==> config.mk <==
export PLATFORM = sky130hd
export DESIGN_NAME = hamming_sec_codec_unit
export DESIGN_NICKNAME = d
export VERILOG_FILES = /design/src/rtl/hsc_pkg.sv /design/src/rtl/hsc_cfg.sv /design/src/rtl/hsc_core.sv /design/src/rtl/hamming_sec_codec_unit.sv
export SDC_FILE = /design/constraint.sdc
export NUM_CORES = 1
export LEC_CHECK = 0
export BUFFER_PORTS_ARGS = -buffer_cell sky130_fd_sc_hd__buf_2
export CORE_UTILIZATION = 35
export CTS_CLUSTER_DIAMETER = 50
export DETAILED_ROUTE_END_ITERATION = 16
export HOLD_SLACK_MARGIN = 0.06
export PLACE_DENSITY = 0.51
export SYNTH_ARGS = -nofsm -noshare
export SYNTH_HDL_FRONTEND = slang
export SYNTH_SLANG_ARGS = --single-unit
==> constraint.sdc <==
create_clock -name clk -period 8 [get_ports clk]
set_clock_uncertainty 0.2 [all_clocks]
set_input_delay 0.8 -clock clk [delete_from_list [all_inputs] [get_ports clk]]
set_output_delay 0.8 -clock clk [all_outputs]
set_load 0.03 [all_outputs]
==> src/rtl/hsc_pkg.sv <==
`timescale 1ns / 1ps

package hsc_pkg;

    localparam int MAX_DATA_BITS = 57;
    localparam int CODE_BITS     = 63;
    localparam int LEN_W         = 6;
    localparam int STATUS_W      = 2;

    localparam logic FUNC_ENCODE = 1'b0;
    localparam logic FUNC_DECODE = 1'b1;

    localparam logic [STATUS_W-1:0] STATUS_OK            = 2'd0;
    localparam logic [STATUS_W-1:0] STATUS_CORRECTED     = 2'd1;
    localparam logic [STATUS_W-1:0] STATUS_UNCORRECTABLE = 2'd2;

    localparam logic [LEN_W-1:0] RESET_DATA_LENGTH = 6'd4;

    typedef struct packed {
        logic                 func;
        logic [CODE_BITS-1:0] payload;
    } cmd_t;

    typedef struct packed {
        logic [CODE_BITS-1:0] result_word;
        logic [LEN_W-1:0]     syndrome;
        logic [STATUS_W-1:0]  status;
    } rsp_t;

    typedef struct packed {
        logic [CODE_BITS-1:0] data_mask;
        logic [CODE_BITS-1:0] code_mask;
        logic [LEN_W-1:0]     code_len;
    } cfg_t;

    function automatic logic [LEN_W-1:0] clamp_len(input logic [LEN_W-1:0] raw);
        logic [LEN_W-1:0] m;
        m = raw;
        if (raw == '0)
        begin
            m = LEN_W'(1);
        end
        else if (raw > LEN_W'(MAX_DATA_BITS))
        begin
            m = LEN_W'(MAX_DATA_BITS);
        end
        return m;
    endfunction

    function automatic logic [LEN_W-1:0] code_len(input logic [LEN_W-1:0] m);
        logic [LEN_W-1:0] r;
        if (m <= LEN_W'(1))
        begin
            r = LEN_W'(2);
        end
        else if (m <= LEN_W'(4))
        begin
            r = LEN_W'(3);
        end
        else if (m <= LEN_W'(11))
        begin
            r = LEN_W'(4);
        end
        else if (m <= LEN_W'(26))
        begin
            r = LEN_W'(5);
        end
        else
        begin
            r = LEN_W'(6);
        end
        return m + r;
    endfunction

    function automatic logic [CODE_BITS-1:0] low_mask(input logic [LEN_W-1:0] len);
        logic [CODE_BITS:0] ones;
        ones = ((CODE_BITS+1)'(1) << len) - (CODE_BITS+1)'(1);
        return ones[CODE_BITS-1:0];
    endfunction

    // data bit k goes to the k-th position that is not a power of two
    function automatic logic [CODE_BITS-1:0] scatter(input logic [CODE_BITS-1:0] data);
        logic [CODE_BITS-1:0] w;
        int                   k;
        w = '0;
        k = 0;
        for (int i = 1; i <= CODE_BITS; i++)
        begin
            if ((i & (i - 1)) != 0)
            begin
                w[i-1] = data[k];
                k++;
            end
        end
        return w;
    endfunction

    function automatic logic [CODE_BITS-1:0] gather(input logic [CODE_BITS-1:0] code);
        logic [CODE_BITS-1:0] d;
        int                   k;
        d = '0;
        k = 0;
        for (int i = 1; i <= CODE_BITS; i++)
        begin
            if ((i & (i - 1)) != 0)
            begin
                d[k] = code[i-1];
                k++;
            end
        end
        return d;
    endfunction

    function automatic logic [LEN_W-1:0] syndrome(input logic [CODE_BITS-1:0] code);
        logic [LEN_W-1:0] s;
        s = '0;
        for (int i = 1; i <= CODE_BITS; i++)
        begin
            if (code[i-1])
            begin
                s = s ^ LEN_W'(i);
            end
        end
        return s;
    endfunction

endpackage

==> src/rtl/hsc_cfg.sv <==
`timescale 1ns / 1ps

module hsc_cfg (
    input  logic                      clk,
    input  logic                      rst_n,
    input  logic                      cfg_we,
    input  logic [hsc_pkg::LEN_W-1:0] cfg_data,
    output hsc_pkg::cfg_t             cfg
);

    hsc_pkg::cfg_t            cfg_reg;
    hsc_pkg::cfg_t            cfg_next;
    logic [hsc_pkg::LEN_W-1:0] m;
    logic [hsc_pkg::LEN_W-1:0] n;

    always_comb
    begin
        m                  = hsc_pkg::clamp_len(cfg_data);
        n                  = hsc_pkg::code_len(m);
        cfg_next.data_mask = hsc_pkg::low_mask(m);
        cfg_next.code_mask = hsc_pkg::low_mask(n);
        cfg_next.code_len  = n;
    end

    always_ff @(posedge clk or negedge rst_n)
    begin
        if (!rst_n)
        begin
            cfg_reg.data_mask <= hsc_pkg::low_mask(hsc_pkg::RESET_DATA_LENGTH);
            cfg_reg.code_mask <= hsc_pkg::low_mask(
                hsc_pkg::code_len(hsc_pkg::RESET_DATA_LENGTH));
            cfg_reg.code_len  <= hsc_pkg::code_len(hsc_pkg::RESET_DATA_LENGTH);
        end
        else if (cfg_we)
        begin
            cfg_reg <= cfg_next;
        end
    end

    assign cfg = cfg_reg;

endmodule

==> src/rtl/hsc_core.sv <==
`timescale 1ns / 1ps

module hsc_core (
    input  hsc_pkg::cfg_t cfg,
    input  hsc_pkg::cmd_t cmd,
    output hsc_pkg::rsp_t rsp
);

    logic [hsc_pkg::CODE_BITS-1:0] enc_word;
    logic [hsc_pkg::LEN_W-1:0]     enc_acc;
    logic [hsc_pkg::CODE_BITS-1:0] dec_code;
    logic [hsc_pkg::LEN_W-1:0]     dec_synd;
    logic [hsc_pkg::CODE_BITS-1:0] flip;
    logic                          fixable;

    always_comb
    begin
        enc_word = hsc_pkg::scatter(cmd.payload & cfg.data_mask);
        enc_acc  = hsc_pkg::syndrome(enc_word);
        for (int j = 0; j < hsc_pkg::LEN_W; j++)
        begin
            enc_word[(1 << j) - 1] = enc_acc[j];
        end
    end

    always_comb
    begin
        dec_code = cmd.payload & cfg.code_mask;
        dec_synd = hsc_pkg::syndrome(dec_code);
        fixable  = (dec_synd != '0) && (dec_synd <= cfg.code_len);
        for (int i = 1; i <= hsc_pkg::CODE_BITS; i++)
        begin
            flip[i-1] = fixable && (dec_synd == hsc_pkg::LEN_W'(i));
        end
    end

    always_comb
    begin
        if (cmd.func == hsc_pkg::FUNC_DECODE)
        begin
            rsp.result_word = hsc_pkg::gather(dec_code ^ flip);
            rsp.syndrome    = dec_synd;
            if (dec_synd == '0)
            begin
                rsp.status = hsc_pkg::STATUS_OK;
            end
            else if (fixable)
            begin
                rsp.status = hsc_pkg::STATUS_CORRECTED;
            end
            else
            begin
                rsp.status = hsc_pkg::STATUS_UNCORRECTABLE;
            end
        end
        else
        begin
            rsp.result_word = enc_word;
            rsp.syndrome    = '0;
            rsp.status      = hsc_pkg::STATUS_OK;
        end
    end

endmodule

==> src/rtl/hamming_sec_codec_unit.sv <==
`timescale 1ns / 1ps
// Hamming single-error-correcting encoder/decoder, even parity.
// cmd channel (cmd_valid/cmd_stall/cmd): one word per handshake; func selects
// encode (payload = data bits) or decode (payload = codeword, position i at
// bit i-1). rsp channel (rsp_valid/rsp_stall/rsp): one result word per cmd
// word, in order: codeword or corrected data, syndrome and status.
// cfg_we/cfg_data write the data length m (0 reads as 1, above 57 as 57);
// write it only while no word is in flight.
// A cmd word is taken into the input register, then passes through the XOR
// trees into the result register, which drives rsp_valid. Throughput: one
// word per cycle while rsp_stall is low, set by the single-pass syndrome
// tree between the two registers.
// A stalled rsp word holds; cmd_stall rises only when both registers are
// full, so one word can be taken while a finished result waits.
// Reset empties both registers and sets m to 4 (n = 7).
module hamming_sec_codec_unit (
    input  logic                      clk,
    input  logic                      rst_n,
    input  logic                      cfg_we,
    input  logic [hsc_pkg::LEN_W-1:0] cfg_data,
    input  logic                      cmd_valid,
    output logic                      cmd_stall,
    input  hsc_pkg::cmd_t             cmd,
    output logic                      rsp_valid,
    input  logic                      rsp_stall,
    output hsc_pkg::rsp_t             rsp
);

    hsc_pkg::cfg_t cfg;
    hsc_pkg::cmd_t cmd_reg;
    logic          cmd_valid_reg;
    hsc_pkg::rsp_t rsp_next;
    hsc_pkg::rsp_t rsp_reg;
    logic          rsp_valid_reg;
    logic          adv_rsp;
    logic          adv_cmd;

    hsc_cfg u_cfg (
        .clk      (clk),
        .rst_n    (rst_n),
        .cfg_we   (cfg_we),
        .cfg_data (cfg_data),
        .cfg      (cfg)
    );

    hsc_core u_core (
        .cfg (cfg),
        .cmd (cmd_reg),
        .rsp (rsp_next)
    );

    assign adv_rsp   = !rsp_valid_reg || !rsp_stall;
    assign adv_cmd   = !cmd_valid_reg || adv_rsp;
    assign cmd_stall = !adv_cmd;

    always_ff @(posedge clk or negedge rst_n)
    begin
        if (!rst_n)
        begin
            cmd_valid_reg <= 1'b0;
            rsp_valid_reg <= 1'b0;
        end
        else
        begin
            if (adv_cmd)
            begin
                cmd_valid_reg <= cmd_valid;
            end
            if (adv_rsp)
            begin
                rsp_valid_reg <= cmd_valid_reg;
            end
        end
    end

    always_ff @(posedge clk)
    begin
        if (adv_cmd && cmd_valid)
        begin
            cmd_reg <= cmd;
        end
        if (adv_rsp && cmd_valid_reg)
        begin
            rsp_reg <= rsp_next;
        end
    end

    assign rsp_valid = rsp_valid_reg;
    assign rsp       = rsp_reg;

    a_accept_loads: assert property (@(posedge clk) disable iff (!rst_n)
        (cmd_valid && !cmd_stall) |=> cmd_valid_reg)
        else $error("accepted word not held in input register");

    a_ok_zero_synd: assert property (@(posedge clk) disable iff (!rst_n)
        (rsp_valid && rsp.status == hsc_pkg::STATUS_OK) |-> (rsp.syndrome == '0))
        else $error("clean status with nonzero syndrome");

    a_corr_in_range: assert property (@(posedge clk) disable iff (!rst_n)
        (rsp_valid && rsp.status == hsc_pkg::STATUS_CORRECTED)
        |-> (rsp.syndrome != '0 && rsp.syndrome <= cfg.code_len))
        else $error("corrected position outside codeword");

    a_uncorr_range: assert property (@(posedge clk) disable iff (!rst_n)
        (rsp_valid && rsp.status == hsc_pkg::STATUS_UNCORRECTABLE)
        |-> (rsp.syndrome > cfg.code_len))
        else $error("uncorrectable flagged for in-range syndrome");

endmodule
## Word level (Yosys, flattened, before mapping)

Cells that the tools add are included.

- $add $sub $neg: 58
- Multiply operators: 0
- Div/mod/pow operators: 0
- $lt $le $gt $ge: 118
- Eq/ne operators: 63
- Shift-type cells: 2
- Mux-type cells: 409
- Bitwise logic cells: 122
- Reduce and logical (&&, ||, !) cells: 132

Operators with widths:

| kind | number |
|---|---|
| $bwmux W63 | 56 |
| $mux W63 | 55 |
| $ge A32 B1 Y1 const B | 56 |
| $lt A32 B8 Y1 const B | 56 |
| $mux W32 | 56 |
| $add A32 B2 Y32 const B | 55 |
| $mux W6 | 68 |
| $demux W1 S6 | 56 |
| $eq A6 B6 Y1 const B | 32 |
| $mux W5 | 31 |
| $logic_and A1 B1 Y1 | 122 |
| $not A3 Y3 | 40 |
| $not A4 Y4 | 30 |
| $eq A6 B5 Y1 const B | 16 |
| $mux W71 | 1 |
| $and A63 B63 Y63 | 1 |
| $shl A1 B6 Y63 const A | 1 |
| $sub A63 B2 Y63 const B | 1 |
| $xor A63 B63 Y63 | 1 |
| $mux W4 | 15 |
| $not A5 Y5 | 12 |
| $mux W1 | 58 |
| $not A2 Y2 | 29 |
| $and A57 B57 Y57 | 1 |
| 23 further kinds | 55 |

- Flip-flop bits (word level): 263
- Bits in latches: 0
- Bits in writable memories: 0
- Bits in read-only memories: 0
- Input bits: 75
- Output and inout bits: 73
- Logic and storage cells: 914
- Memories kept: 0

## Depth between registers and ports, before layout

Gate-level depths: netlist (run 1).

- Word-level depth: 238
- Gate-level depth with buffers: 24
- Mapped depth without buffers: 19

## Modules after synthesis

From an unflattened synthesis (run 1), not the netlist that was laid out.

- Cell total of the unflattened synthesis: 1679
- Area, all modules: 16463.3 sq um

By module, submodules not included:

| module | times used | cells an instance | area each (sq um) | seq. area each (sq um) |
|---|---|---|---|---|
| hsc_cfg | 1 | 910 | 7668.6 | 3320.7 |
| hsc_core | 1 | 626 | 4648.2 | 0.0 |
| hamming_sec_codec_unit | 1 | 143 | 4146.5 | 4103.9 |

## Least setup slack after synthesis (run 1)

OpenSTA, ideal clock, no wires.

- Kind: input -> register
- Start point: in rsp_stall
- End point: reg rsp_reg (netlist bit rsp[0]), enable pin
- Library setup time: 608 ps
- Data arrival time: 5970 ps
- Data required time: 7192 ps
- Setup slack: 1222 ps
- Cell stages on the path: 1
- Path buffers: 0
- Cell sequence: a21boi_0

- Word-level cells in the longest chain between the ends: 3

RTL lines:

| what | line | RTL |
|---|---|---|
| start: declaration | hamming_sec_codec_unit.sv:25 | `input logic rsp_stall,` |
| $logic_not A1 Y1 | hamming_sec_codec_unit.sv:52 | `assign adv_rsp = !rsp_valid_reg \|\| !rsp_stall;` |
| $logic_or A1 B1 Y1 | hamming_sec_codec_unit.sv:52 |  |
| $logic_and A1 B1 Y1 | hamming_sec_codec_unit.sv:82 | `if (adv_rsp && cmd_valid_reg)` |
| end signal: assignment | hamming_sec_codec_unit.sv:84 | `rsp_reg <= rsp_next;` |
| end: declaration | hamming_sec_codec_unit.sv:33 | `hsc_pkg::rsp_t rsp_reg;` |

No other way between the ends.
A chain may end at the register's enable or synchronous reset.

==> results of run 1 <==
==> layout make-up <==
| type | count | area share [%] |
|---|---|---|
| clock buffers | 47 | 5.53 |
| clock inverters | 21 | 1.04 |
| well taps | 585 | 4.12 |
| repair buffers | 172 | 5.26 |
| multi-input cells | 1146 | 42.4 |
| inverters | 34 | 0.718 |
| flip-flops and latches | 263 | 40.9 |
==> cell usage after synthesis (8+ instances only) <==
| master | instances | area [sq um] |
|---|---|---|
| a21oi_1 | 206 | 1030 |
| a31oi_1 | 32 | 200 |
| and2_1 | 11 | 68.8 |
| clkbuf_1 | 79 | 297 |
| dfrtp_1 | 114 | 2850 |
| dfstp_2 | 14 | 368 |
| edfxtp_1 | 135 | 4050 |
| ha_1 | 10 | 125 |
| inv_1 | 32 | 120 |
| mux2_2 | 13 | 146 |
| mux2i_1 | 22 | 220 |
| nand2_1 | 172 | 646 |
| nand3_1 | 76 | 380 |
| nor2_1 | 152 | 571 |
| nor2b_1 | 8 | 50.1 |
| nor3_1 | 17 | 85.1 |
| o211ai_1 | 9 | 67.6 |
| o21a_1 | 11 | 82.6 |
| o21ai_0 | 48 | 240 |
| xnor2_1 | 199 | 1740 |
| xnor3_1 | 24 | 541 |
| xor2_1 | 35 | 307 |
==> through the flow <==
stage / instances / cell area, sq um / setup WS (ns) / util [%]
6_report: 2268 / 17800 / 2.06 / 41.3
5_1_grt: 2268 / 17800 / 1.63 / 41.3
4_1_cts: 2268 / 17800 / 2.19 / 41.3
3_5_place_dp: 2200 / 16600 / 1.64 / 38.6
3_3_place_gp: 2200 / 16600 / 1.84 / 38.6
2_1_floorplan: 1536 / 15300 / 1.22 / -
==> per-layer routing <==
| metal | part of all wire [%] | track usage (%) | wire [um] | vias to the layer above |
|---|---|---|---|---|
| li1 | - | - | - | 5617 |
| met1 | 44 | 37.6 | 26200 | 6121 |
| met2 | 45 | 42.2 | 27000 | 483 |
| met3 | 6.5 | 3.91 | 3850 | 98 |
| met4 | 4.3 | 11.4 | 2550 | 0 |
| met5 | 0 | 0 | 0 | - |
==> placed cells by master (no fill, tap or decap), types with 24 or more instances in the layout <==
master     count
nand3_1       76
a21oi_1      206
o21ai_0       48
nand2_1      172
edfxtp_1     135
nor2_1       152
buf_4         25
inv_1         32
a31oi_1       32
xnor3_1       24
xnor2_1      198
dfrtp_1      114
buf_2        145
clkbuf_16     37
xor2_1        35
==> final timing paths <==
| check | endpoint |
|---|---|
| hold reg to reg | u_cfg.cfg[70]$_DFFE_PN1P_ |
| setup reg to reg | rsp[20]$_DFFE_PP_ |
| max in group asynchronous | u_cfg.cfg[90]$_DFFE_PN0P_ |
| setup / recovery | u_cfg.cfg[46]$_DFFE_PN0P_ |
| hold / removal | u_cfg.cfg[64]$_DFFE_PN0P_ |
| min in group clk | cmd_reg[14]$_DFFE_PP_ |
==> where the power goes <==
group	switching (uW)	internal, uW	total [uW]	leakage, uW
sequential	142	1700	1850	0.00277
combinational	3460	1640	5100	0.00367
clock	650	918	1570	0.000563
==> kinds of logic after synthesis <==
family | Yosys count
xor gates and xnor gates | 267
DFF | 263
other | 1
muxes | 35
adders and majority gates | 11
buffers and inverters | 127
AOI/OAI and AO/OA | 355
and+or+nand+nor | 477
==> flow_metrics.py, run 1 <==
metrics = {
    "status": {
        "status": "completed",
    },
    "setup_path": {
        "cp_num_cells": 18,
        "cpMostUsedCell": "a21oi_1",
        "rrSetupSlack_ns": 2.13,
        "crit_path_start": "cfg_data[4]",
        "path_cells": "buf_2, or2_2, o22ai_1, or2_2, ha_1, fa_1, nor2_1, nand2_1, nor2_1, nand2_1, ha_1, inv_1, a21oi_1, buf_4, o21ai_1, a21oi_1, a21oi_1, a21oi_1",
        "critPathBufInv": 3,
        "critPathKind": "primary input to register",
        "reg2regPathDepth": 16,
        "crit_arrival_ns": 6.12,
        "max_stage_delay_ns": 0.72,
        "crit_fanout": 42,
        "cp_slowest_cell": "fa_1",
        "cp_top_family": "simple AND/OR/NAND/NOR gates",
        "r2r-start": "cmd_reg[30]$_DFFE_PP_",
        "endpoint_kind": "register",
        "crit_path_start_kind": "primary input",
        "critPathRequiredTime_ns": 8.18,
    },
    "final_layout": {
        "multiInputGateArea_sq_um": 7540,
        "register_area_sq_um": 7270,
        "layout-drive-gt1-share_pct": 17.2,
        "largest_register_ffs": 126,
        "area_delta_synth_final_pct": 16.3,
        "nNetsFinal": 1740,
        "n_antenna_cell": 0,
        "nFillCells": 4312,
    },
    "synth": {
        "synth_ff_type": "edfxtp_1",
        "synthAdderAreaFrac_pct": 0.950,
        "synth-edff-count": 135,
        "synth_sequential_area_ratio_pct": 47.6,
        "synthMuxAreaShare_pct": 2.40,
        "synthXorXnorAreaFrac_pct": 18.4,
        "synth-simple-area-share_pct": 14.3,
        "synth_compound_area_share_pct": 13.1,
        "syn-num-nets": 1622,
        "ys_ff_latch": 263,
        "netlist_area_sq_um": 15300,
        "synth_top_family_by_area": "XOR/XNOR gates",
        "postSynthCellCount": 1536,
        "syn_avg_cell_area_sq_um": 9.95,
        "yosysWarnings": 0,
        "yosysUniqueCellTypes": 66,
        "ys_async_sr_fraction_pct": 48.7,
    },
    "global_routing": {
        "grt.overflow.total": 0,
        "grt_pass1_wl_mm": 85.3,
        "grt_pass1_vias": 12082,
        "antenna_found_initial": 0,
        "grt_max_degree": 83,
        "grt_use_total_pct": 27.1,
    },
    "sta": {
        "slew-limit-headroom_pct": 25.1,
        "finalMaxSlewViolations": 0,
        "fmax_mhz": 168,
        "hold_viol_final": 0,
        "setup_violations": 0,
        "period_share_pct": 74.2,
        "tightest_slew_ns": 1.10,
        "rsz0062_at_grt": "no",
        "whs_ns": 0.0786,
        "fin_crit_ns": 5.94,
        "setup_tns_ns": 0,
    },
    "clocking": {
        "cts_num_sinks": 263,
        "h-tree-depth": 2,
        "postCtsResizedCells": 0,
        "cts_hold_buffers": 0,
        "path_clk_slew_ns": 0.05,
        "cts_max_path_buffers": 3,
        "post_cts_buffers": 0,
        "cts-root-buf": "clkbuf_16",
        "cts_tree": "built",
        "cts_buffers": 37,
        "clkLatencyLatePin_ns": 0.56,
    },
    "drt": {
        "drt-total-wl_mm": 59.6,
        "num_vias": 12319,
        "first_pass_iters": 5,
        "drc_errors": 0,
        "drt_iter0_drc": 1121,
        "wl_per_cell_um": 26.3,
        "drt-vias-per-instance": 5.43,
        "postRouteAntennaNets": 0,
    },
    "hold_path": {
        "min_path_type": "primary input to asynchronous set/reset pin",
    },
    "floorplanning": {
        "start_util_pct": 35.5,
        "die_w_um": 211,
        "dieArea_sq_um": 44500,
        "fp.dieH_um": 211,
        "coreArea_sq_um": 43100,
        "ioPinCount": 148,
        "core.rowCount": 76,
    },
    "placed_design": {
        "hpwl_mm": 45.8,
        "port_buffers": 147,
        "gp_congestion": 0.980,
    },
    "pwr": {
        "p_per_area_nw_per_um2": 479,
        "leakage_uw": 0.00700,
        "total_power_uw": 8510,
        "peakVddDrop_uv": 768,
    },
    "flow_run": {
        "drv_cap": 0,
    },
}
(Power assumes the default switching activity.)
==> run 2: changes to the inputs <==
- clock period: 8 -> 5.65 ns (I/O delays scaled with it)
==> run 2 against run 1 <==
Net effect: sequential power rose by 41%; non-clock buffer count rose by 95; power rose by 55%; global-route usage rose by 0.061 points; critical path type is now register to register; sequential cell count did not move; highest routed layer unchanged; combinational power rose by 60%; die area did not move; hold slack improved by 0.015 ns; register-to-register slack got worse by 1.7 ns; sequential share of layout area fell by 2.3 points.
==> flow_metrics.py, run 2 (synthesis results as in run 1) <==
metrics = {
    "final_layout": {
        "fin_area_sq_um": 18800,
        "mostFrequentLayoutCells": "a21oi_1, xnor2_1, nand2_1",
        "n_antenna_cell": 0,
        "largest_register_ffs": 126,
        "layout-drive-gt1-share_pct": 18.2,
        "area_delta_synth_final_pct": 23.3,
        "layout_commonest_cell": "a21oi_1",
        "nNetsFinal": 1837,
    },
    "drt": {
        "drt-total-wl_mm": 60.0,
        "drt_iter0_drc": 1233,
        "num_vias": 12656,
        "drc_errors": 0,
        "wl_per_cell_um": 25.4,
        "drt-vias-per-instance": 5.35,
        "first_pass_iters": 5,
        "postRouteAntennaNets": 0,
    },
    "floorplanning": {
        "core.rowCount": 76,
        "fp.dieH_um": 211,
        "start_util_pct": 35.5,
        "dieArea_sq_um": 44500,
        "coreArea_sq_um": 43100,
        "ioPinCount": 148,
        "die_w_um": 211,
    },
    "global_routing": {
        "grt_max_degree": 136,
        "grt_pass1_vias": 12222,
        "grt_use_total_pct": 27.2,
        "grt_pass1_wl_mm": 85.8,
        "antenna_found_initial": 0,
        "grt.overflow.total": 0,
    },
    "setup_path": {
        "critPathBufInv": 3,
        "crit_fanout": 22,
        "cp_top_family": "XOR/XNOR gates",
        "endpoint_kind": "register",
        "critPathKind": "register to register",
        "crit_arrival_ns": 5.32,
        "path_cells": "nand2_1, xnor3_1, xnor3_1, xor3_1, xor3_2, inv_2, ha_1, a21oi_1, nand2_1, a221oi_1, a41oi_1, mux2i_4, buf_12, buf_12, nand3_1, xnor2_1, mux2i_1",
        "crit_path_start_kind": "register",
        "r2r-start": "cmd_reg[30]$_DFFE_PP_",
        "max_stage_delay_ns": 0.50,
        "cp_slowest_cell": "edfxtp_1",
        "crit_path_start": "cmd_reg[30]$_DFFE_PP_",
        "critPathRequiredTime_ns": 5.72,
    },
    "sta": {
        "finalMaxSlewViolations": 0,
        "hold_viol_final": 0,
        "rsz0062_at_grt": "no",
        "slew-limit-headroom_pct": 32.4,
        "setup_tns_ns": 0,
        "fmax_mhz": 191,
        "fin_crit_ns": 5.24,
        "period_share_pct": 92.8,
        "setup_violations": 0,
        "tightest_slew_ns": 1.01,
    },
    "clocking": {
        "h-tree-depth": 2,
        "clkLatencyLatePin_ns": 0.55,
        "cts_buffers": 39,
        "cts-root-buf": "clkbuf_16",
        "path_clk_slew_ns": 0.05,
        "cts_max_path_buffers": 3,
        "cts_num_sinks": 263,
        "postCtsResizedCells": 0,
        "cts_tree": "built",
    },
    "placed_design": {
        "port_buffers": 147,
        "gp_congestion": 0.969,
        "hpwl_mm": 46.2,
        "post_dp_cell_area_sq_um": 16800,
    },
    "hold_path": {
        "min-delay-start": "cmd[33]",
        "min_path_type": "primary input to register",
    },
    "pwr": {
        "p_per_area_nw_per_um2": 702,
        "peakVddDrop_uv": 1000,
        "leakage_uw": 0.00751,
    },
    "flow_run": {
        "drv_cap": 0,
    },
    "status": {
        "status": "completed",
    },
}
[run 2: cell count changes in the layout (fill, tap and decap cells not counted), moves of 3 or more]
cell | previous run | this run
clkbuf_16 | 37 | 42
buf_4 | 25 | 52
clkbuf_1 | 8 | 5
buf_12 | 0 | 4
clkinvlp_4 | 4 | 1
dlygate4sd3_1 | 0 | 64
clkinv_4 | 1 | 4
[run 2: metrics by stage]
step / hold WS [ns] / worst slack, ns / instances / total power (uW) / util (%)
3_3_place_gp: 0.259 / 0.232 / 2227 / 10200 / 39.1
3_5_place_dp: 0.264 / 0.304 / 2227 / 10200 / 39.1
4_1_cts: 0.0624 / 0.303 / 2362 / 12800 / 43.6
5_1_grt: 0.0709 / 0.253 / 2366 / 13800 / 43.7
6_report: 0.0936 / 0.407 / 2366 / 13200 / 43.7
2_1_floorplan: 0.0694 / 0.0231 / 1536 / 7980 / -
[run 2: worst reg2reg max path: cells and delay by family, from the launching register on]
kind | cells | cell delay, ns
XOR/XNOR | 5 | 2.00
AO/OA/AOI/OAI | 3 | 0.59
buffers and inverters | 3 | 0.58
flip-flops | 1 | 0.50
AND/OR/NAND/NOR | 3 | 0.42
multiplexers | 2 | 0.35
adder cells (fa/ha/maj) | 1 | 0.31
[run 2: power breakdown]
group,internal [uW],total [uW],switching [uW]
Clock,1510,2450,940
Combinational,3070,8170,5100
Sequential,2410,2610,194
Total,7000,13200,6230
[run 2: cell type report]
cell class,instances,area [sq um]
Clock buffer,51,1120
Inverter,34,128
Fill cell,4156,24200
Timing Repair Buffer,267,1860
Multi-Input combinational cell,1146,7530
Tap cell,585,732
Clock inverter,20,191
Sequential cell,263,7270
[run 2: metal layers]
layer	vias up	global-route usage [%]	share of wire, %
met4	0	10.7	4.2
met1	6202	37.2	43
met5	-	0	0
met2	536	42.9	46
li1	5808	-	-
met3	110	4.39	6.8
[run 2: worst paths after layout]
path	to	slack [ns]	cells past startpoint
hold reg to reg	u_cfg.cfg[70]$_DFFE_PN1P_	0.27	2
max in group asynchronous	u_cfg.cfg[30]$_DFFE_PN0P_	3.61	3
setup reg to reg	rsp[35]$_DFFE_PP_	0.41	17
hold / removal	cmd_reg[33]$_DFFE_PP_	0.09	1
setup / recovery	rsp[35]$_DFFE_PP_	0.41	17
min in group asynchronous	u_cfg.cfg[64]$_DFFE_PN0P_	0.48	2
[run 2: repair_timing]
action                     4_1_cts  5_1_grt
hold buffers                    64        0
hold endpoints to repair       133        0
setup buffers                    0        4
setup endpoints to repair        0        1
